File: config.mk
export PLATFORM = sky130hd
export DESIGN_NAME = hot_symbol_byte_encoder
export DESIGN_NICKNAME = d
export VERILOG_FILES = /design/src/rtl/core/hsbe_pkg.sv /design/src/rtl/core/hsbe_match.sv /design/src/rtl/core/hsbe_group.sv /design/src/rtl/core/hsbe_format.sv /design/src/rtl/core/hot_symbol_byte_encoder.sv
export SDC_FILE = /design/constraint.sdc
export NUM_CORES = 1
export LEC_CHECK = 0
export BUFFER_PORTS_ARGS = -buffer_cell sky130_fd_sc_hd__buf_2
export CORE_ASPECT_RATIO = 1.25
export CORE_UTILIZATION = 50
export DETAILED_ROUTE_END_ITERATION = 10
export PLACE_DENSITY = 0.67
export SYNTH_ARGS = -nofsm -noshare
export SYNTH_HDL_FRONTEND = slang
export SYNTH_HIERARCHICAL = 1
export SYNTH_SLANG_ARGS = --single-unit
File: constraint.sdc
create_clock -name clk -period 4.7 [get_ports clk]
set_clock_uncertainty 0.1 [all_clocks]
set_input_delay 0.94 -clock clk [delete_from_list [all_inputs] [get_ports clk]]
set_output_delay 0.94 -clock clk [all_outputs]
set_load 0.1 [all_outputs]
File: src/rtl/core/hsbe_pkg.sv
`timescale 1ns / 1ps

package hsbe_pkg;

    localparam int MAX_HOT_ENTRIES = 36;
    localparam int DEF_HOT_ENTRIES = 36;
    localparam int TABLE_BITS      = MAX_HOT_ENTRIES * 8;
    localparam int IDX_W           = 6;
    localparam int TIER1_START     = 4;
    localparam int TIER2_START     = 20;
    localparam int CFG_IDX_W       = 3;
    localparam int CFG_DATA_W      = 64;

    typedef enum logic [CFG_IDX_W-1:0] {
        REG_HOT0,
        REG_HOT1,
        REG_HOT2,
        REG_HOT3,
        REG_HOT4,
        REG_COLD_BASE,
        REG_COLD_WSEL,
        REG_BYPASS
    } cfg_reg_t;

    typedef enum logic [2:0] {
        KIND_RAW,
        KIND_TIER0,
        KIND_TIER1,
        KIND_TIER2,
        KIND_ESCAPE
    } kind_t;

    typedef enum logic [2:0] {
        WSEL_NONE,
        WSEL_TWO,
        WSEL_FOUR,
        WSEL_SIX,
        WSEL_EIGHT
    } wsel_t;

    typedef struct packed {
        logic [7:0] cold_base;
        logic [2:0] width_sel;
        logic       bypass;
    } coder_cfg_t;

    typedef struct packed {
        kind_t      kind;
        logic [3:0] len;
        logic [9:0] word;
    } code_t;

endpackage

File: src/rtl/core/hsbe_match.sv
`timescale 1ns / 1ps

// Stage 1: compare the byte with every hot entry at once.
module hsbe_match
    import hsbe_pkg::*;
#(
    parameter int HOT_ENTRIES = DEF_HOT_ENTRIES
)
(
    input  logic                   clk,
    input  logic                   rst_n,
    input  logic [TABLE_BITS-1:0]  hot_table,
    input  logic                   in_valid,
    output logic                   in_ready,
    input  logic [7:0]             in_sym,
    output logic                   out_valid,
    input  logic                   out_ready,
    output logic [7:0]             out_sym,
    output logic [HOT_ENTRIES-1:0] out_match
);

    logic                   valid_reg;
    logic                   valid_next;
    logic [7:0]             sym_reg;
    logic [HOT_ENTRIES-1:0] match_reg;
    logic [HOT_ENTRIES-1:0] match_next;

    assign in_ready = !valid_reg || out_ready;

    always_comb
    begin
        valid_next = in_ready ? in_valid : valid_reg;
    end

    always_comb
    begin
        for (int k = 0; k < HOT_ENTRIES; k++)
        begin
            match_next[k] = (hot_table[k*8 +: 8] == in_sym);
        end
    end

    always_ff @(posedge clk or negedge rst_n)
    begin
        if (!rst_n)
        begin
            valid_reg <= 1'b0;
        end
        else
        begin
            valid_reg <= valid_next;
        end
    end

    always_ff @(posedge clk)
    begin
        if (in_valid && in_ready)
        begin
            sym_reg   <= in_sym;
            match_reg <= match_next;
        end
    end

    assign out_valid = valid_reg;
    assign out_sym   = sym_reg;
    assign out_match = match_reg;

endmodule

File: src/rtl/core/hsbe_group.sv
`timescale 1ns / 1ps

// Stage 2: first hit inside each group of eight entries.
module hsbe_group
    import hsbe_pkg::*;
#(
    parameter int HOT_ENTRIES = DEF_HOT_ENTRIES,
    localparam int GROUPS     = (HOT_ENTRIES + 7) / 8
)
(
    input  logic                   clk,
    input  logic                   rst_n,
    input  logic                   in_valid,
    output logic                   in_ready,
    input  logic [7:0]             in_sym,
    input  logic [HOT_ENTRIES-1:0] in_match,
    output logic                   out_valid,
    input  logic                   out_ready,
    output logic [7:0]             out_sym,
    output logic [GROUPS-1:0]      out_any,
    output logic [GROUPS*3-1:0]    out_off
);

    localparam int PAD_W = GROUPS * 8;

    logic                  valid_reg;
    logic                  valid_next;
    logic [7:0]            sym_reg;
    logic [GROUPS-1:0]     any_reg;
    logic [GROUPS-1:0]     any_next;
    logic [GROUPS*3-1:0]   off_reg;
    logic [GROUPS*3-1:0]   off_next;
    logic [PAD_W-1:0]      pad;

    assign pad      = PAD_W'(in_match);
    assign in_ready = !valid_reg || out_ready;

    always_comb
    begin
        valid_next = in_ready ? in_valid : valid_reg;
    end

    always_comb
    begin
        for (int g = 0; g < GROUPS; g++)
        begin
            any_next[g]        = |pad[g*8 +: 8];
            off_next[g*3 +: 3] = 3'd0;
            // scan downward so the lowest set bit wins
            for (int j = 7; j >= 0; j--)
            begin
                if (pad[g*8 + j])
                begin
                    off_next[g*3 +: 3] = 3'(j);
                end
            end
        end
    end

    always_ff @(posedge clk or negedge rst_n)
    begin
        if (!rst_n)
        begin
            valid_reg <= 1'b0;
        end
        else
        begin
            valid_reg <= valid_next;
        end
    end

    always_ff @(posedge clk)
    begin
        if (in_valid && in_ready)
        begin
            sym_reg <= in_sym;
            any_reg <= any_next;
            off_reg <= off_next;
        end
    end

    assign out_valid = valid_reg;
    assign out_sym   = sym_reg;
    assign out_any   = any_reg;
    assign out_off   = off_reg;

endmodule

File: src/rtl/core/hsbe_format.sv
`timescale 1ns / 1ps

// Stage 3: pick the first hit group, build the code word, output register.
module hsbe_format
    import hsbe_pkg::*;
#(
    parameter int HOT_ENTRIES = DEF_HOT_ENTRIES,
    localparam int GROUPS     = (HOT_ENTRIES + 7) / 8
)
(
    input  logic                clk,
    input  logic                rst_n,
    input  coder_cfg_t          cfg,
    input  logic                in_valid,
    output logic                in_ready,
    input  logic [7:0]          in_sym,
    input  logic [GROUPS-1:0]   in_any,
    input  logic [GROUPS*3-1:0] in_off,
    output logic                out_valid,
    input  logic                out_ready,
    output code_t               out_code
);

    logic             valid_reg;
    logic             valid_next;
    code_t            code_reg;
    code_t            code_next;
    logic             hit;
    logic [IDX_W-1:0] idx;
    logic [IDX_W-1:0] tier_off;
    logic [7:0]       res;

    assign in_ready = !valid_reg || out_ready;

    always_comb
    begin
        valid_next = in_ready ? in_valid : valid_reg;
    end

    always_comb
    begin
        hit = |in_any;
        idx = '0;
        for (int g = GROUPS - 1; g >= 0; g--)
        begin
            if (in_any[g])
            begin
                idx = IDX_W'(g * 8) + {{(IDX_W-3){1'b0}}, in_off[g*3 +: 3]};
            end
        end
    end

    always_comb
    begin
        tier_off = (idx < IDX_W'(TIER2_START)) ? (idx - IDX_W'(TIER1_START))
                                                : (idx - IDX_W'(TIER2_START));
        res = in_sym - cfg.cold_base;
        code_next.word = '0;
        code_next.len  = 4'd2;
        code_next.kind = KIND_ESCAPE;
        if (cfg.bypass)
        begin
            code_next.word = {2'b00, in_sym};
            code_next.len  = 4'd8;
            code_next.kind = KIND_RAW;
        end
        else if (hit && (idx < IDX_W'(TIER1_START)))
        begin
            code_next.word = {8'd0, idx[1:0]};
            code_next.len  = 4'd4;
            code_next.kind = KIND_TIER0;
        end
        else if (hit && (idx < IDX_W'(TIER2_START)))
        begin
            code_next.word = {4'd0, 2'b01, tier_off[3:0]};
            code_next.len  = 4'd6;
            code_next.kind = KIND_TIER1;
        end
        else if (hit)
        begin
            code_next.word = {4'd0, 2'b10, tier_off[3:0]};
            code_next.len  = 4'd6;
            code_next.kind = KIND_TIER2;
        end
        else
        begin
            // escape: control 3 then the rebased byte cut to the chosen width
            case (wsel_t'(cfg.width_sel))
                WSEL_TWO:
                begin
                    code_next.word = {6'd0, 2'b11, res[1:0]};
                    code_next.len  = 4'd4;
                end
                WSEL_FOUR:
                begin
                    code_next.word = {4'd0, 2'b11, res[3:0]};
                    code_next.len  = 4'd6;
                end
                WSEL_SIX:
                begin
                    code_next.word = {2'd0, 2'b11, res[5:0]};
                    code_next.len  = 4'd8;
                end
                WSEL_EIGHT:
                begin
                    code_next.word = {2'b11, res};
                    code_next.len  = 4'd10;
                end
                default:
                begin
                    code_next.word = {8'd0, 2'b11};
                    code_next.len  = 4'd2;
                end
            endcase
        end
    end

    always_ff @(posedge clk or negedge rst_n)
    begin
        if (!rst_n)
        begin
            valid_reg <= 1'b0;
        end
        else
        begin
            valid_reg <= valid_next;
        end
    end

    always_ff @(posedge clk)
    begin
        if (in_valid && in_ready)
        begin
            code_reg <= code_next;
        end
    end

    assign out_valid = valid_reg;
    assign out_code  = code_reg;

endmodule

File: src/rtl/core/hot_symbol_byte_encoder.sv
`timescale 1ns / 1ps

// Byte to variable-length code encoder. Each byte on the input stream gives
// one code word: raw 8 bits in bypass mode, otherwise a 2-bit control plus
// the index of the first matching hot table entry (tiers at indexes 0-3,
// 4-19, 20-35), or an escape carrying the byte minus cold_base cut to 0-8
// bits. The code sits right aligned in tdata with its length above it; the
// kind travels on tuser. Three register stages (compare, per-group priority,
// final select and format), one byte per cycle sustained while the output
// is not stalled. A stall on the output backs up through the stage valid
// bits with nothing lost. Configuration writes are taken at any time on the
// cfg port but must only be issued while the pipe is empty.
module hot_symbol_byte_encoder
    import hsbe_pkg::*;
#(
    parameter int HOT_ENTRIES = DEF_HOT_ENTRIES
)
(
    input  logic                  clk,
    input  logic                  rst_n,
    input  logic                  s_axis_tvalid,
    output logic                  s_axis_tready,
    input  logic [7:0]            s_axis_tdata,   // [7:0] byte_in
    output logic                  m_axis_tvalid,
    input  logic                  m_axis_tready,
    output logic [15:0]           m_axis_tdata,   // [9:0] code_word, [13:10] code_length
    output logic [2:0]            m_axis_tuser,   // [2:0] code_kind
    input  logic                  cfg_valid,
    output logic                  cfg_ready,
    input  logic [CFG_IDX_W-1:0]  cfg_index,
    input  logic [CFG_DATA_W-1:0] cfg_data
);

    localparam int GROUPS = (HOT_ENTRIES + 7) / 8;

    logic [TABLE_BITS-1:0] hot_table_reg;
    coder_cfg_t            cfg_reg;

    logic                   s1_valid;
    logic                   s1_ready;
    logic [7:0]             s1_sym;
    logic [HOT_ENTRIES-1:0] s1_match;
    logic                   s2_valid;
    logic                   s2_ready;
    logic [7:0]             s2_sym;
    logic [GROUPS-1:0]      s2_any;
    logic [GROUPS*3-1:0]    s2_off;
    code_t                  code;

    assign cfg_ready = 1'b1;

    always_ff @(posedge clk or negedge rst_n)
    begin
        if (!rst_n)
        begin
            hot_table_reg <= '0;
            cfg_reg       <= '0;
        end
        else if (cfg_valid && cfg_ready)
        begin
            case (cfg_reg_t'(cfg_index))
                REG_HOT0:      hot_table_reg[0   +: 64] <= cfg_data;
                REG_HOT1:      hot_table_reg[64  +: 64] <= cfg_data;
                REG_HOT2:      hot_table_reg[128 +: 64] <= cfg_data;
                REG_HOT3:      hot_table_reg[192 +: 64] <= cfg_data;
                REG_HOT4:      hot_table_reg[256 +: 32] <= cfg_data[31:0];
                REG_COLD_BASE: cfg_reg.cold_base        <= cfg_data[7:0];
                REG_COLD_WSEL: cfg_reg.width_sel        <= cfg_data[2:0];
                REG_BYPASS:    cfg_reg.bypass           <= cfg_data[0];
                default:       ;
            endcase
        end
    end

    hsbe_match #(
        .HOT_ENTRIES (HOT_ENTRIES)
    ) u_match (
        .clk       (clk),
        .rst_n     (rst_n),
        .hot_table (hot_table_reg),
        .in_valid  (s_axis_tvalid),
        .in_ready  (s_axis_tready),
        .in_sym    (s_axis_tdata),
        .out_valid (s1_valid),
        .out_ready (s1_ready),
        .out_sym   (s1_sym),
        .out_match (s1_match)
    );

    hsbe_group #(
        .HOT_ENTRIES (HOT_ENTRIES)
    ) u_group (
        .clk       (clk),
        .rst_n     (rst_n),
        .in_valid  (s1_valid),
        .in_ready  (s1_ready),
        .in_sym    (s1_sym),
        .in_match  (s1_match),
        .out_valid (s2_valid),
        .out_ready (s2_ready),
        .out_sym   (s2_sym),
        .out_any   (s2_any),
        .out_off   (s2_off)
    );

    hsbe_format #(
        .HOT_ENTRIES (HOT_ENTRIES)
    ) u_format (
        .clk       (clk),
        .rst_n     (rst_n),
        .cfg       (cfg_reg),
        .in_valid  (s2_valid),
        .in_ready  (s2_ready),
        .in_sym    (s2_sym),
        .in_any    (s2_any),
        .in_off    (s2_off),
        .out_valid (m_axis_tvalid),
        .out_ready (m_axis_tready),
        .out_code  (code)
    );

    assign m_axis_tdata = {2'b00, code.len, code.word};
    assign m_axis_tuser = code.kind;

endmodule

==> metrics.yaml, run 1 <==
drv_cap: 0
holdPathEnd: "u_group/out_sym[1]$_DFFE_PP_"
post-route-period-util_pct: 62.2
reg2reg_from: "u_group/out_any[2]$_DFFE_PP_"
largest_register_ff_count: 288
routed_wirelength_um: 40300
synth-edff-count: 86
dpl_cell_area_um2: 19800
drt_iter0_drc: 583
antenna_left: 0
setup_slack_ns: 1.78
cts_resized: 0
critPathMostFrequentCell: "nand2b_1"
rr_endpoint: "u_format/out_code[3]$_DFFE_PP_"
rows: 79
drt_first_pass_iters: 5
drive_gt1_share_pct: 33.4
start_util_pct: 51.1
final_nets: 1548
synthAdderAreaFrac_pct: 0.691
setup_violations: 0
async_reset_ff_share_pct: 77.9
grt.overflow.total: 0
max_stage_delay_ns: 0.43
cts_setup_buffers: 0
drc: 0
fin_util_pct: 56.2
regToRegSetupSlack_ns: 2.11
gp_congestion: 0.858
ys_warn_count: 6
run_status: "finished, final reports clean"
path_max_fanout: 3
synth_xor_area_share_pct: 13.3
period_minus_slack_ns: 2.92
cts_root_buf: "clkbuf_16"
cts_made_buffers: 40
core_um2: 37600
syn_area_um2: 19200
final_cell_area_um2: 21100
die_y_um: 221
p_leak_nw: 8.35
synthMuxAreaShare_pct: 20.0
synth_top_family_by_area: "multiplexers"
antennaDiodeCount: 0
grt_pass1_wl_um: 64600
n_fill_cell: 3107
postSynthAreaPerCell_um2: 14.0
h-tree-depth: 2
pwr_density_cell_nw_per_um2: 464
dieArea_um2: 39200
grt_pass1_vias: 11300
avgRoutedWirePerCell_um: 20.4
slew_headroom_pct: 19.8
place_worst_setup_slack_ns: 1.74
worstPathArrival_ns: 1.88
min-delay-start: "u_match/out_sym[1]$_DFFE_PP_"
ys_ff_latch: 389
crit_slowest_cell: "buf_2"
crit_family: "buffers and inverters"
grt_max_degree: 124
hold_buffers: 0
rsz0062_at_grt: "no"
crit_buf_inv: 2
crit_path_cell_trace: "buf_2 -> nand2b_1 -> nand2b_1 -> nand2b_1 -> buf_2"
finalHoldViolCount: 0
synthSimpleGateAreaFrac_pct: 6.25
clk_path_buf_depth: 3
ys.flop_type: "dfrtp_1"
vias_per_cell: 5.39
cp.required_ns: 3.66
cts_tree: "yes"
antenna_found_initial: 0
endpoint_kind: "output pin"
fin_setup_tns_ns: 0
clkLatencyLatePin_ns: 0.54
drv_slew: 0
dp_hpwl_um: 26200
ios: 102
ys_seq_area_share_pct: 52.9
cts.sinks: 389
postSynthCellCount: 1369
dp_cells: 1902
critical_path_class: "primary input to output pin"
ir_drop_mv: 0.294
startpoint_type: "primary input"
synth_compound_area_share_pct: 2.35
io_buffer_count: 97
layout.cells.non_filler: 1975
holdCritPathClass: "register to register"
max_freq_mhz: 342
whs_path_depth: 0
die_width_um: 177
reg2reg_depth: 6
clk_pin_slew_ns: 0.06
vias: 10600
area_growth_syn_to_layout_pct: 9.93
worst_pin_slew_ns: 1.20
track_usage_pct: 21.4
yosysUniqueCellTypes: 57
[cells in the mapped netlist, drive strengths merged (4+ instances only)]
| cell | number | area [um^2] |
|---|---|---|
| dfrtp | 303 | 7580 |
| nor2b | 13 | 81.3 |
| buf | 71 | 757 |
| xnor2 | 292 | 2560 |
| o21ai | 18 | 93.8 |
| nand2b | 8 | 50.1 |
| nor4 | 8 | 75.1 |
| nor2 | 60 | 233 |
| edfxtp | 86 | 2580 |
| inv | 19 | 71.3 |
| a211oi | 7 | 52.6 |
| ha | 9 | 113 |
| a21oi | 18 | 101 |
| nand2 | 22 | 82.6 |
| nand4 | 73 | 457 |
| o41ai | 4 | 35.0 |
| nor3 | 9 | 45.0 |
| conb | 4 | 15.0 |
| mux2 | 300 | 3830 |
[report_power, final]
| group | leakage (nW) | total (mW) | switching (mW) | internal (mW) |
|---|---|---|---|---|
| logic | 3.22 | 2.04 | 0.886 | 1.15 |
| clock network | 0.655 | 3.17 | 1.31 | 1.87 |
| registers | 4.47 | 4.57 | 0.458 | 4.11 |
[through the flow]
stage	total power, mW	hold slack, ns
after floorplan	6.23	0.300
after global placement	6.61	0.302
after detailed placement	6.68	0.305
after CTS	9.90	0.319
after global routing	10.3	0.322
final	9.78	0.319
[final cells by class]
class | count | area (um^2) | share of cell area [%]
Clock inverter | 17 | 166 | 0.789
Tap cell | 486 | 608 | 2.88
Sequential cell | 389 | 10200 | 48.2
Timing Repair Buffer | 120 | 721 | 3.41
Multi-Input combinational cell | 888 | 8230 | 39.0
Clock buffer | 56 | 1140 | 5.41
Inverter | 19 | 71.3 | 0.338
[per-layer routing]
metal / share of wire, % / track usage (%) / up-vias
met2: 50 / 36.1 / 180
met5: 0 / 0 / -
met4: 2.4 / 6.20 / 0
met1: 45 / 28.5 / 5430
li1: - / - / 4978
met3: 3.5 / 2.97 / 60
[logic make-up (layout without fill, tap and decap cells)]
logic type,count (synthesis),count (layout)
AOI/OAI and AO/OA,66,66
xor gates and xnor gates,292,292
buffers and inverters,93,212
muxes,301,301
DFF,389,389
and+or+nand+nor,214,214
adders and majority gates,10,10
other,4,5
[worst max path at each step]
| stage | from | endpoint | slack, ns | cells after the start |
|---|---|---|---|---|
| global placement | cfg_index[2] | hot_table_reg[113]$_DFFE_PN0P_ | 1.83 | 4 |
| finish | m_axis_tready | s_axis_tready | 1.78 | 5 |
| floorplan | m_axis_tready | u_match/out_match[0]$_DFFE_PP_ | 1.00 | 4 |
| CTS | m_axis_tready | s_axis_tready | 1.77 | 5 |
| detailed placement | m_axis_tready | u_match/out_match[35]$_DFFE_PP_ | 1.74 | 5 |
| global route | m_axis_tready | s_axis_tready | 1.73 | 5 |
[placed cells by master (no fill, tap or decap), drive strengths merged, types with 21 or more instances in the layout]
cell type	count
mux2	300
dfrtp	303
edfxtp	86
xnor2	292
clkbuf	56
buf	120
nand4	73
nand2	22
inv	21
nor2	60
No activity file was read; power rests on OpenSTA's default activity.
==> run 2, diff against run 1 <==
--- a/config.mk
+++ b/config.mk
@@ -5,11 +5,12 @@
 export SDC_FILE = /design/constraint.sdc
 export NUM_CORES = 1
 export LEC_CHECK = 0
+export ABC_AREA = 1
 export BUFFER_PORTS_ARGS = -buffer_cell sky130_fd_sc_hd__buf_2
 export CORE_ASPECT_RATIO = 1.25
 export CORE_UTILIZATION = 50
 export DETAILED_ROUTE_END_ITERATION = 10
-export PLACE_DENSITY = 0.67
+export PLACE_DENSITY = 0.7
 export SYNTH_ARGS = -nofsm -noshare
 export SYNTH_HDL_FRONTEND = slang
 export SYNTH_HIERARCHICAL = 1
==> constraint.sdc (replaced) <==
create_clock -name clk -period 2.5 [get_ports clk]
set_clock_uncertainty 0.1 [all_clocks]
set_input_delay 0.5 -clock clk [delete_from_list [all_inputs] [get_ports clk]]
set_output_delay 0.5 -clock clk [all_outputs]
set_load 0.1 [all_outputs]
==> run 2 against run 1 <==
Net effect:
- synthesized cell count rose by 130%
- critical endpoint unchanged
- first-iteration DRC count rose to 2.7 times the previous value
- worst hold slack got worse by 0.23 ns
- design area rose by 13%
- largest power group unchanged
- via count rose by 83%
- largest cell class unchanged
- cell count rose by 93%
==> metrics.yaml, run 2 <==
layout_commonest_cell: "nand2_1"
rsz0062_at_grt: "no"
track_usage_pct: 29.2
postSynthAreaPerCell_um2: 6.81
antenna_found_initial: 4
drc: 0
yosysUniqueCellTypes: 33
grt_max_degree: 78
final_nets: 3304
reg2reg_depth: 9
pwr_density_cell_nw_per_um2: 770
min-delay-start: "s_axis_tvalid"
drt_first_pass_iters: 7
dpl_cell_area_um2: 22500
ys_warn_count: 6
final_cell_mix: "nand2_1 (1723), inv_1 (367), dfrtp_1 (303)"
run_status: "finished, final reports clean"
n_fill_cell: 4033
vias_per_cell: 5.12
h-tree-depth: 2
final_cell_area_um2: 23800
drive_gt1_share_pct: 7.33
worstPathArrival_ns: 1.75
syn_area_um2: 21600
regToRegSetupSlack_ns: 0.33
core_um2: 42400
worst_pin_slew_ns: 0.849
yosysMostFrequentCell: "nand2_1"
synth-edff-count: 86
fin_util_pct: 56.2
rr_endpoint: "u_format/out_code[4]$_DFFE_PP_"
gp_congestion: 0.912
cts.sinks: 389
synth_area_leaders: "dfrtp_1 (35%), nand2_1 (30%), edfxtp_1 (12%)"
crit_start: "u_format/out_valid$_DFFE_PN0N_"
holdCritPathClass: "primary input to register"
largest_register_ff_count: 288
synth_top_area_cell: "dfrtp_1"
dieArea_um2: 44000
grt.overflow.total: 0
drv_cap: 0
cts_root_buf: "clkbuf_16"
grt_pass1_wl_um: 100000
avgRoutedWirePerCell_um: 16.7
ys_seq_area_share_pct: 47.1
die_width_um: 188
ios: 102
cp.required_ns: 1.90
fin_setup_tns_ns: 0
reg2reg_from: "u_group/out_any[2]$_DFFE_PP_"
slew_headroom_pct: 43.4
io_buffer_count: 97
max_freq_mhz: 426
antenna_left: 0
p_leak_nw: 13.4
finalHoldViolCount: 0
period_minus_slack_ns: 2.35
startpoint_type: "register"
post-route-period-util_pct: 93.9
routed_wirelength_um: 63400
antennaDiodeCount: 0
critical_path_class: "register to output pin"
ir_drop_mv: 0.564
whs_path_depth: 3
layout.cells.non_filler: 3806
cts_made_buffers: 43
start_util_pct: 51.0
cts_setup_buffers: 0
vias: 19500
postSynthCellCount: 3170
clk_path_buf_depth: 3
path_max_fanout: 3
clkLatencyLatePin_ns: 0.56
ys_ff_latch: 389
die_y_um: 234
drt_iter0_drc: 1562
async_reset_ff_share_pct: 77.9
yosysTopAreaCellShare_pct: 35.1
clk_pin_slew_ns: 0.05
ys_top_cells_by_count: "nand2_1 (1724), inv_1 (367), dfrtp_1 (303)"
area_growth_syn_to_layout_pct: 10.2
endpoint_kind: "output pin"
holdPathEnd: "u_match/out_valid$_DFFE_PN0P_"
ys.flop_type: "dfrtp_1"
drv_slew: 0
cts_tree: "yes"
setup_violations: 0
dp_hpwl_um: 39400
dp_cells: 3727
grt_pass1_vias: 18000
rows: 84
[run 2: worst max-delay path by stage]
| stage | end | cells after the start | slack, ns |
|---|---|---|---|
| after global routing | s_axis_tready | 6 | 0.06 |
| after floorplan | s_axis_tready | 5 | 0.003 |
| final | s_axis_tready | 6 | 0.15 |
| after CTS | s_axis_tready | 6 | 0.13 |
| after detailed placement | u_format/out_code[4]$_DFFE_PP_ | 9 | 0.36 |
| after global placement | u_format/out_code[4]$_DFFE_PP_ | 9 | 0.37 |
[run 2: critical path: stages, from the launching register on]
cell and delay (ns):
dfrtp_1 0.38, nand2_1 0.09, inv_1 0.07, nand2_1 0.07, inv_1 0.08, nand2_1 0.08
buf_2 0.43
[run 2: metrics by stage]
stage          total power [mW]  hold WS [ns]  setup WS (ns)
6_report                   18.3        0.0884          0.151
5_1_grt                    19.4        0.0908         0.0611
4_1_cts                    18.4        0.0727          0.127
3_5_place_dp               12.3         0.305          0.360
3_3_place_gp               12.1         0.301          0.375
2_1_floorplan              11.2         0.104        0.00305
[run 2: timing repair]
action,4_1_cts,5_1_grt
hold endpoints to repair,47,0
hold buffers,1,0
gates resized for setup,0,0
[run 2: power breakdown]
| group | switching [mW] | internal (mW) |
|---|---|---|
| sequential | 0.758 | 7.57 |
| combinational | 2.62 | 1.30 |
| clock | 2.65 | 3.43 |
[run 2: metal layers]
metal	GRT usage [%]	up-vias	share of wire (%)
met4	11.6	6	3.4
met3	3.85	133	6.9
met5	0	-	0.052
met1	38.1	9062	42
li1	-	9548	-
met2	49.4	736	48
[run 2: cells by family after synthesis]
kind of cell | count (synthesis) | share of synthesized area (%)
AO/OA/AOI/OAI | 26 | 0.661
buffers and inverters | 523 | 10.9
XOR/XNOR | 3 | 0.122
other | 4 | 0.0695
adder cells (fa/ha/maj) | 10 | 0.614
flip-flops | 389 | 47.1
AND/OR/NAND/NOR | 2215 | 40.6
[run 2: area by class of cell]
type / instances / area, um^2 / area share [%]
inverters: 378 / 1440 / 6.04
flip-flops and latches: 389 / 10200 / 42.7
clock inverters: 26 / 189 / 0.794
repair buffers: 143 / 1040 / 4.39
clock buffers: 52 / 1130 / 4.75
well taps: 559 / 699 / 2.94
multi-input cells: 2259 / 9130 / 38.4
==> run 3, diff against run 2 <==
--- a/config.mk
+++ b/config.mk
@@ -7,11 +7,10 @@
 export LEC_CHECK = 0
 export ABC_AREA = 1
 export BUFFER_PORTS_ARGS = -buffer_cell sky130_fd_sc_hd__buf_2
-export CORE_ASPECT_RATIO = 1.25
+export CORE_ASPECT_RATIO = 2
 export CORE_UTILIZATION = 50
 export DETAILED_ROUTE_END_ITERATION = 10
 export PLACE_DENSITY = 0.7
 export SYNTH_ARGS = -nofsm -noshare
 export SYNTH_HDL_FRONTEND = slang
-export SYNTH_HIERARCHICAL = 1
 export SYNTH_SLANG_ARGS = --single-unit
==> run 3 against run 2 <==
Net effect:
- maximum frequency up 4.7%
- flip-flop and latch count unchanged
- register-to-register slack better by 0.13 ns
- core utilization up 1.2 points
- first-iteration DRC count down 50%
- count of clock-buffer cells in the layout unchanged
- via count down 35%
- critical endpoint unchanged
- largest power group unchanged
- highest routed layer is now met4
==> metrics.yaml, run 3 <==
drv_cap: 0
pwr_density_cell_nw_per_um2: 852
yosysMostFrequentCell: "nand2_1"
clkLatencyLatePin_ns: 0.52
cts_made_buffers: 34
ys_ff_latch: 389
io_buffer_count: 97
drive_gt1_share_pct: 11.3
dp_hpwl_um: 29800
drt_iter0_drc: 775
grt_pass1_vias: 12900
final_nets: 2002
fin_util_pct: 57.4
synth-edff-count: 86
critical_path_class: "register to output pin"
yosysTopAreaCellShare_pct: 42.2
die_width_um: 136
synth_top_area_cell: "dfrtp_1"
dieArea_um2: 36800
postSynthAreaPerCell_um2: 9.76
async_reset_ff_share_pct: 77.9
max_freq_mhz: 446
ys_warn_count: 0
h-tree-depth: 2
n_fill_cell: 3026
largest_register_ff_count: 288
syn_area_um2: 18000
grt.overflow.total: 0
finalHoldViolCount: 0
drv_slew: 0
multi_input_area_um2: 6940
layout_commonest_cell: "nand2_1"
fin_setup_tns_ns: 0
cts.sinks: 389
vias_per_cell: 5.32
ys_top_cells_by_count: "nand2_1 (391), dfrtp_1 (303), o21ai_0 (299)"
area_growth_syn_to_layout_pct: 12.4
rows: 97
reg2reg_depth: 11
gp_congestion: 0.861
cp.required_ns: 1.90
final_cell_area_um2: 20200
startpoint_type: "register"
p_leak_nw: 8.82
cts_root_buf: "clkbuf_16"
final_cell_mix: "nand2_1 (386), dfrtp_1 (302), o21ai_0 (299)"
post-route-period-util_pct: 89.7
ys.flop_type: "dfrtp_1"
cts_resized: 0
yosysUniqueCellTypes: 33
synth_area_leaders: "dfrtp_1 (42%), edfxtp_1 (14%), xnor2_1 (14%)"
holdCritPathClass: "primary input to register"
drt_first_pass_iters: 5
cts_tree: "yes"
regArea_um2: 10200
start_util_pct: 51.1
worstPathArrival_ns: 1.64
ys_seq_area_share_pct: 56.5
track_usage_pct: 24.4
antenna_left: 0
ir_drop_mv: 0.530
ios: 102
rsz0062_at_grt: "no"
vias: 12700
whs_path_depth: 3
die_y_um: 270
clk_path_buf_depth: 3
core_um2: 35200
grt_pass1_wl_um: 68800
grt_max_degree: 97
slew_headroom_pct: 34.8
antennaDiodeCount: 0
path_max_fanout: 3
run_status: "finished, final reports clean"
dpl_cell_area_um2: 19100
cts_setup_buffers: 0
postSynthCellCount: 1843
period_minus_slack_ns: 2.24
clk_pin_slew_ns: 0.06
drc: 0
worst_pin_slew_ns: 0.977
avgRoutedWirePerCell_um: 18.0
antenna_found_initial: 0
endpoint_kind: "output pin"
setup_violations: 0
routed_wirelength_um: 42800
## run 3: cell types whose count changed in the layout (fill, tap and decap cells not counted), moves of 140 or more
cell,previous run,this run
nand3_1,255,24
nand2_1,1723,386
nor2_1,202,62
o21ai_0,7,299
inv_1,367,119
xnor2_1,3,279
## run 3: power by group
group | internal (mW) | leakage, nW | switching [mW]
clock | 2.82 | 0.524 | 2.31
combinational | 1.47 | 3.64 | 2.17
sequential | 7.68 | 4.65 | 0.764
## run 3: what timing repair did
item / in CTS / in global routing
endpoints found under the hold margin: 54 / 0
hold buffers: 1 / 0
endpoints found under the setup margin: 0 / 0
## run 3: area by class of cell
type                            instances  area share [%]
Clock inverter                          9           0.291
Multi-Input combinational cell       1229            34.4
Timing Repair Buffer                  133            4.92
Clock buffer                           52            5.01
Inverter                              125            2.34
Tap cell                              445            2.76
Sequential cell                       389            50.3
## run 3: worst paths after layout
check | startpoint | to | slack, ns
worst max-delay path | u_format.out_valid$_DFFE_PN0P_ | s_axis_tready | 0.26
worst min-delay path | cfg_data[0] | cfg_reg[0]$_DFFE_PN0P_ | 0.13
worst max register to register | u_group.out_any[2]$_DFFE_PP_ | u_format.out_code[3]$_DFFE_PP_ | 0.46
worst min register to register | u_match.out_sym[1]$_DFFE_PP_ | u_group.out_sym[1]$_DFFE_PP_ | 0.32
max in group asynchronous | rst_n | hot_table_reg[220]$_DFFE_PN0P_ | 1.15
min in group asynchronous | rst_n | hot_table_reg[115]$_DFFE_PN0P_ | 0.42
## run 3: critical path, cell delays in order, from the launching register on
cell     delay (ns)
dfrtp_4        0.47
nand2_1        0.09
nor2_1         0.08
nand2_4        0.07
buf_2          0.42
## run 3: per-layer routing
layer	vias up	GRT usage [%]	routed length, um
met4	0	12.9	2190
met2	271	44.5	23200
li1	6139	-	-
met3	99	2.33	1240
met1	6165	27.5	16100
met5	-	0	0
## run 3: kinds of logic (layout without fill, tap and decap cells)
| kind of cell | Yosys count | in the layout | synth area share, % |
|---|---|---|---|
| compound gates | 333 | 333 | 9.30 |
| other cells | 2 | 4 | 0.0418 |
| xor+xnor | 285 | 285 | 13.9 |
| fa+ha+maj | 10 | 10 | 0.738 |
| simple gates | 597 | 597 | 14.3 |
| buf+inv | 227 | 319 | 5.16 |
| flops | 389 | 389 | 56.5 |
## run 3: through the flow
stage,cells,hold WS (ns),setup slack [ns],power (mW)
final,2382,0.131,0.257,17.2
after global routing,2382,0.137,0.199,18.1
after CTS,2382,0.104,0.230,17.4
after detailed placement,2320,0.305,0.280,12.2
after global placement,2320,0.301,0.313,12.1
after floorplan,1845,0.104,0.0381,11.2
